## src/design/pal_pkg.sv

```systemverilog
`default_nettype none

package pal_pkg;

	// command codes
	localparam logic [1:0] CMD_INSERT = 2'd0;
	localparam logic [1:0] CMD_READ   = 2'd1;
	localparam logic [1:0] CMD_FIND   = 2'd2;

	// status codes
	localparam logic [1:0] STAT_OK        = 2'd0;
	localparam logic [1:0] STAT_BAD_POS   = 2'd1;
	localparam logic [1:0] STAT_FULL      = 2'd2;
	localparam logic [1:0] STAT_NOT_FOUND = 2'd3;

	// broadcast from the controller to every cell
	typedef struct packed {
		logic        ins_en;    // insert this cycle
		logic        scan_read; // scan looks for a position, not a value
		logic [31:0] word;      // insert value or search key
	} pal_ctl_t;

	// scan front, handed from cell to cell
	typedef struct packed {
		logic        hit;
		logic [31:0] data;
		logic [4:0]  fpos;
	} pal_probe_t;

endpackage

`default_nettype wire

```

## src/design/positional_array_list.sv

```systemverilog
`default_nettype none

// Channel  | Signals                                   | Handshake
// ---------+-------------------------------------------+---------------------------------
// request  | cmd, position, value                      | taken when start & !busy
// result   | status, read_value, found_position,       | done high one cycle, no stall
//          | list_length                               |
//
// Insert, unused code, bad position, find on an empty list: result in the
// cycle after the request, busy stays low, a new request may follow at once.
// Other reads and finds: a scan front walks the cells one per cycle; busy is
// high through S_SCAN and S_DONE, and the result is registered in S_DONE.
// Reset clears the element count and the controller; list contents are
// undefined until inserted. The receiver cannot stall results.

module positional_array_list #(
	parameter int DEPTH = 16
) (
	input  wire         clk,
	input  wire         arst_n,
	input  wire         start,
	output logic        busy,
	input  wire  [1:0]  cmd,
	input  wire  [4:0]  position,
	input  wire  [31:0] value,
	output logic        done,
	output logic [1:0]  status,
	output logic [31:0] read_value,
	output logic [4:0]  found_position,
	output logic [4:0]  list_length
);
	import pal_pkg::*;

	localparam int CW = $clog2(DEPTH + 1);          // count width
	localparam int IW = $clog2(DEPTH);              // scan counter width
	localparam int PW = ((CW > 5) ? CW : 5) + 1;    // compare width
	localparam logic [CW-1:0] DEPTH_C = CW'(DEPTH);
	localparam logic [IW-1:0] LAST_C  = IW'(DEPTH - 1);

	typedef enum logic [1:0] {
		S_IDLE,
		S_SCAN,
		S_DONE
	} state_t;

	state_t         state_q;
	logic [CW-1:0]  count_q;
	logic [IW-1:0]  scan_q;
	logic [31:0]    key_q;
	logic           read_q;
	logic [CW-1:0]  launch_q;
	logic           done_q;
	logic [1:0]     status_q;
	logic [31:0]    read_value_q;
	logic [4:0]     found_q;
	logic [4:0]     length_q;

	logic           accept;
	logic [PW-1:0]  pos_w;
	logic [PW-1:0]  cnt_w;
	logic           ins_ok;
	logic           launch;
	logic [CW-1:0]  launch_rem;
	logic [1:0]     imm_status;
	logic [CW-1:0]  ins_idx;
	pal_ctl_t       ctl;

	// cell row wiring
	pal_probe_t     tok   [DEPTH+1];
	logic [CW-1:0]  rem   [DEPTH+1];
	logic [31:0]    elem  [DEPTH];
	logic [31:0]    left  [DEPTH];

	assign busy   = (state_q != S_IDLE);
	assign accept = start && !busy;
	assign pos_w  = PW'(position);
	assign cnt_w  = PW'(count_q);

	// request decode: decide immediate result or scan launch
	always_comb begin
		ins_ok     = 1'b0;
		launch     = 1'b0;
		launch_rem = '0;
		imm_status = STAT_OK;
		unique case (cmd)
			CMD_INSERT: begin
				if (position == 5'd0 || pos_w > cnt_w + PW'(1)) begin
					imm_status = STAT_BAD_POS;
				end else if (count_q == DEPTH_C) begin
					imm_status = STAT_FULL;
				end else begin
					ins_ok = 1'b1;
				end
			end
			CMD_READ: begin
				if (position == 5'd0 || pos_w > cnt_w) begin
					imm_status = STAT_BAD_POS;
				end else begin
					launch     = 1'b1;
					launch_rem = CW'(pos_w);
				end
			end
			CMD_FIND: begin
				if (count_q == '0) begin
					imm_status = STAT_NOT_FOUND;
				end else begin
					launch     = 1'b1;
					launch_rem = count_q;
				end
			end
			default: begin
				imm_status = STAT_OK;
			end
		endcase
	end

	// valid inserts have position <= DEPTH, so position-1 fits the count width
	assign ins_idx       = CW'(pos_w - PW'(1));
	assign ctl.ins_en    = accept && ins_ok;
	assign ctl.scan_read = read_q;
	assign ctl.word      = (state_q == S_IDLE) ? value : key_q;

	// scan front enters cell 0 the cycle after the request is taken
	assign tok[0] = '0;
	assign rem[0] = launch_q;

	for (genvar g = 0; g < DEPTH; g++) begin : g_cell
		if (g == 0) begin : g_first
			assign left[g] = ctl.word;
		end else begin : g_rest
			assign left[g] = elem[g-1];
		end

		pal_cell #(
			.CW  (CW),
			.IDX (g)
		) u_cell (
			.clk       (clk),
			.arst_n    (arst_n),
			.ctl       (ctl),
			.ins_idx   (ins_idx),
			.elem_left (left[g]),
			.elem      (elem[g]),
			.tok_in    (tok[g]),
			.rem_in    (rem[g]),
			.tok_out   (tok[g+1]),
			.rem_out   (rem[g+1])
		);
	end

	// controller and result register
	always_ff @(posedge clk or negedge arst_n) begin
		if (!arst_n) begin
			state_q      <= S_IDLE;
			count_q      <= '0;
			scan_q       <= '0;
			key_q        <= '0;
			read_q       <= 1'b0;
			launch_q     <= '0;
			done_q       <= 1'b0;
			status_q     <= STAT_OK;
			read_value_q <= '0;
			found_q      <= '0;
			length_q     <= '0;
		end else begin
			done_q   <= 1'b0;
			launch_q <= '0;
			unique case (state_q)
				S_IDLE: begin
					if (accept) begin
						if (launch) begin
							state_q  <= S_SCAN;
							scan_q   <= '0;
							key_q    <= value;
							read_q   <= (cmd == CMD_READ);
							launch_q <= launch_rem;
						end else begin
							done_q       <= 1'b1;
							status_q     <= imm_status;
							read_value_q <= '0;
							found_q      <= '0;
							if (ins_ok) begin
								count_q  <= count_q + CW'(1);
								length_q <= 5'(count_q + CW'(1));
							end else begin
								length_q <= 5'(count_q);
							end
						end
					end
				end
				S_SCAN: begin
					if (scan_q == LAST_C) begin
						state_q <= S_DONE;
					end else begin
						scan_q <= scan_q + IW'(1);
					end
				end
				S_DONE: begin
					// front has left the last cell
					state_q      <= S_IDLE;
					done_q       <= 1'b1;
					length_q     <= 5'(count_q);
					read_value_q <= read_q ? tok[DEPTH].data : '0;
					found_q      <= read_q ? 5'd0 : tok[DEPTH].fpos;
					if (read_q || tok[DEPTH].hit) begin
						status_q <= STAT_OK;
					end else begin
						status_q <= STAT_NOT_FOUND;
					end
				end
				default: begin
					state_q <= S_IDLE;
				end
			endcase
		end
	end

	assign done           = done_q;
	assign status         = status_q;
	assign read_value     = read_value_q;
	assign found_position = found_q;
	assign list_length    = length_q;

`ifndef NO_ASSERTIONS
	// count never exceeds capacity
	a_count_bound: assert property (@(posedge clk) disable iff (!arst_n)
		count_q <= DEPTH_C)
		else $error("element count above capacity");

	// count moves only on an accepted insert request
	a_count_src: assert property (@(posedge clk) disable iff (!arst_n)
		!$stable(count_q) |-> $past(accept && cmd == CMD_INSERT))
		else $error("count changed without an insert");

	// every finished scan gives a result
	a_scan_result: assert property (@(posedge clk) disable iff (!arst_n)
		state_q == S_DONE |=> done)
		else $error("scan ended with no result");

	// reported length follows the count
	a_length: assert property (@(posedge clk) disable iff (!arst_n)
		done |-> list_length == 5'(count_q))
		else $error("list length differs from count");
`endif

endmodule

`default_nettype wire

```

## src/design/pal_cell.sv

```systemverilog
`default_nettype none

module pal_cell #(
	parameter int CW  = 5,
	parameter int IDX = 0
) (
	input  wire                     clk,
	input  wire                     arst_n,
	input  pal_pkg::pal_ctl_t       ctl,
	input  wire        [CW-1:0]     ins_idx,
	input  wire        [31:0]       elem_left,
	output logic       [31:0]       elem,
	input  pal_pkg::pal_probe_t     tok_in,
	input  wire        [CW-1:0]     rem_in,
	output pal_pkg::pal_probe_t     tok_out,
	output logic       [CW-1:0]     rem_out
);
	import pal_pkg::*;

	localparam logic [CW-1:0] MY   = CW'(IDX);
	localparam logic [4:0]    FPOS = 5'(IDX + 1);

	logic [31:0]  elem_q;
	logic         matched;
	pal_probe_t   tok_q;
	logic [CW-1:0] rem_q;

	// insert: load at the target, take the left neighbour's word above it
	always_ff @(posedge clk) begin
		if (ctl.ins_en) begin
			if (ins_idx == MY) begin
				elem_q <= ctl.word;
			end else if (ins_idx < MY) begin
				elem_q <= elem_left;
			end
		end
	end

	always_comb begin
		if (ctl.scan_read) begin
			matched = !tok_in.hit && (rem_in == CW'(1));
		end else begin
			matched = !tok_in.hit && (rem_in != '0) && (elem_q == ctl.word);
		end
	end

	always_ff @(posedge clk or negedge arst_n) begin
		if (!arst_n) begin
			tok_q <= '0;
			rem_q <= '0;
		end else begin
			tok_q.hit  <= tok_in.hit | matched;
			tok_q.data <= matched ? elem_q : tok_in.data;
			tok_q.fpos <= matched ? FPOS : tok_in.fpos;
			rem_q      <= (rem_in == '0) ? '0 : rem_in - CW'(1);
		end
	end

	assign elem    = elem_q;
	assign tok_out = tok_q;
	assign rem_out = rem_q;

endmodule

`default_nettype wire
```

## config.mk

```make
export PLATFORM = sky130hd
export DESIGN_NAME = positional_array_list
export DESIGN_NICKNAME = d
export VERILOG_FILES = /design/src/design/pal_pkg.sv /design/src/design/positional_array_list.sv /design/src/design/pal_cell.sv
export SDC_FILE = /design/constraint.sdc
export NUM_CORES = 2
export LEC_CHECK = 0
export BUFFER_PORTS_ARGS = -buffer_cell sky130_fd_sc_hd__buf_4
export CAP_MARGIN = 20
export CORE_MARGIN = 2
export CORE_UTILIZATION = 50
export DETAILED_ROUTE_END_ITERATION = 10
export GPL_ROUTABILITY_DRIVEN = 0
export PLACE_DENSITY = 0.64
export SKIP_LAST_GASP = 1
export SYNTH_ARGS = -nofsm -noshare
export SYNTH_HDL_FRONTEND = slang
export SYNTH_HIERARCHICAL = 1
export SYNTH_SLANG_ARGS = --single-unit
```

## constraint.sdc

```tcl
create_clock -name clk -period 13.02 [get_ports clk]
set_clock_uncertainty 0.2 [all_clocks]
set_input_delay 1.302 -clock clk [delete_from_list [all_inputs] [get_ports clk]]
set_output_delay 1.302 -clock clk [all_outputs]
set_load 0.05 [all_outputs]
```

==> impl_metrics.py <==
metrics = {
    "grt": {
        "antenna_found_initial": 2,
        "grt_use_total_pct": 30.62,
        "grt_pass1_vias": 58610,
        "overflow": 0,
        "grt_pass1_wl_um": 363700,
        "grt_max_degree": 153,
    },
    "layout": {
        "fillers": 12880,
        "fin_nets": 7343,
        "area_growth_syn_to_layout_pct": 10.06,
        "layout-drive-gt1-share_pct": 15.04,
        "multi_input_area_um2": 38300,
        "seqCellArea_um2": 34820,
        "final_cells": 9377,
        "antenna_cells": 0,
        "design_area_um2": 83160,
        "utilization_pct": 55.46,
    },
    "timing": {
        "max_slew_margin_pct": 27.68,
        "period_minus_slack_ps": 5362,
        "setup_viol": 0,
        "fin_crit_sh_pct": 41.19,
        "rsz0062_at_grt": "no",
        "tightest_slew_ps": 1085,
        "setup_tns_ps": 0,
        "hold_viol_final": 0,
        "final_max_slew_viol_count": 0,
        "layout_setup_ws_ps": 7658,
        "max_freq_mhz": 186.5,
        "worst_hold_slack_ps": 244.1,
    },
    "pwr": {
        "switching_power_mw": 5.159,
        "p_int_mw": 8.469,
        "p_clk_share_pct": 31.3,
        "p_sw_share_pct": 37.86,
        "p_total_mw": 13.63,
        "irDropWorstVdd_v": 0.0001592,
        "p_per_area_nw_per_um2": 163.9,
        "pwr-share-seq_pct": 34.9,
        "leakagePower_nw": 28.76,
        "combPwrFrac_pct": 33.8,
    },
    "clock_network": {
        "clock_sinks": 1289,
        "ctsResizeCount": 0,
        "h-tree-depth": 4,
        "cts_buffers": 148,
        "post_cts_buffers": 0,
        "tritoncts": "done",
        "clkTransAtPathRegs_ps": 60,
        "insertion_delay_ps": 800,
        "cts_buffer_depth": 3,
        "hold_buffers": 0,
        "clock-root-buffer": "clkbuf_16",
    },
    "setup_path": {
        "critPathMaxStageDelay_ps": 830,
        "crit_buf_inv": 3,
        "crit_required_ps": 13510,
        "crit_family": "simple AND/OR/NAND/NOR gates",
        "cp_slowest_cell": "mux2_2",
        "cp-start-kind": "flop",
        "worstSetupPathType": "reg -> reg",
        "cpMostUsedCell": "buf_4",
        "crit_fanout": 42,
        "path_cells": "nor2_4, buf_4, mux2_2, buf_4, xor2_1, nor4_1, nand4_1, buf_4, or4_1, nand3_1",
        "cp.arrival_ps": 5860,
        "end_kind": "flop",
    },
    "routing": {
        "drt-initial-drc-count": 6469,
        "vias": 61890,
        "drt_wl_total_um": 240700,
        "antenna_left": 0,
        "vias_per_cell": 6.600,
        "wl_met3_um": 16610,
        "top_layer": "met4",
        "wl_met2_um": 114200,
        "wl_met1_um": 96530,
        "firstDrtPassIters": 6,
        "wl_per_cell_um": 25.67,
        "drc": 0,
    },
    "place": {
        "placed_area_um2": 78040,
        "pre_cts_ws_ps": 7689,
        "dp_cells": 9093,
        "hpwl_um": 157300,
        "portBuffers": 87,
    },
    "floorplan": {
        "initial_core_util_pct": 50.39,
        "die_h_um": 392.7,
        "fp.coreArea_um2": 150000,
        "rows": 142,
        "pin_count": 88,
        "floorplan.die_area_um2": 154200,
        "fp.dieW_um": 392.7,
    },
    "yosys": {
        "ys_warn_count": 6,
        "netlist_area_um2": 75560,
        "synth.avg_cell_area_um2": 10.24,
        "netlist_instances": 7379,
    },
    "outcome": {
        "status": "finished clean",
    },
    "run": {
        "maxCapViolCount": 0,
    },
    "min_path": {
        "hold_class": "reg -> reg",
    },
}
==> routing by layer <==
layer  global-route usage, %  vias to the layer above
li1                        -                    27700
met1                   39.92                    30850
met2                   49.67                     2631
met3                   4.497                      709
met4                   15.58                        0
met5                       0                        -
==> power by group through the flow <==
stage	Combinational [mW]	Clock, mW	Sequential (mW)
finish	4.61	4.27	4.75
global route	4.89	4.49	4.78
CTS	4.50	4.33	4.75
detailed placement	4.47	0	4.83
global placement	4.36	0	4.82
floorplan	2.85	0	4.79
==> sequential cells by signal (all words and copies together) (netlist names), 4 cells and up <==
register / cells
g_cell.u_cell/tok_out: 608
launch_q: 5
read_value: 32
list_length: 5
found_position: 5
scan_q: 4
key_q: 32
g_cell.u_cell/elem: 512
g_cell.u_cell/rem_out: 75
count_q: 5
==> cell usage in the layout (no fill, tap or decap), drive strengths merged, types with 10 or more instances in the layout <==
cell type  instances
a21o              17
a21oi             11
a22o             165
a31oi            515
and4              10
buf              280
clkbuf           208
clkinv            43
conb             105
dfrtp            777
edfxtp           512
ha                65
inv               67
mux2             548
nand2            442
nand2b           389
nand3            541
nand3b            13
nand4            170
nand4b            13
nor2             113
nor2b            139
nor3              72
nor3b             51
nor4             121
nor4b             17
o211ai           512
o21ai            401
or3               52
or4              389
xnor2             90
xor2             453
==> final timing paths <==
path                                             start                           end  slack, ps  depth (start not counted)
max                                         state_q[1]   g_cell[6].u_cell/tok_out[5]       7660                         10
min                        g_cell[9].u_cell/tok_out[3]  g_cell[10].u_cell/tok_out[3]        240                          1
max reg2reg                                 state_q[1]   g_cell[6].u_cell/tok_out[5]       7660                         10
min reg2reg                g_cell[9].u_cell/tok_out[3]  g_cell[10].u_cell/tok_out[3]        240                          1
max in group asynchronous                       arst_n   g_cell[6].u_cell/tok_out[0]       9950                          3
min in group asynchronous                       arst_n                 read_value[0]        310                          1
==> layout make-up <==
class                           instances  area share (%)
Clock buffer                          208           5.091
Clock inverter                         67          0.8576
Multi-Input combinational cell       5462           46.05
Inverter                               55          0.2482
Sequential cell                      1289           41.87
Tap cell                             2016           3.033
Timing Repair Buffer                  280           2.849
(Power assumes the default switching activity.)
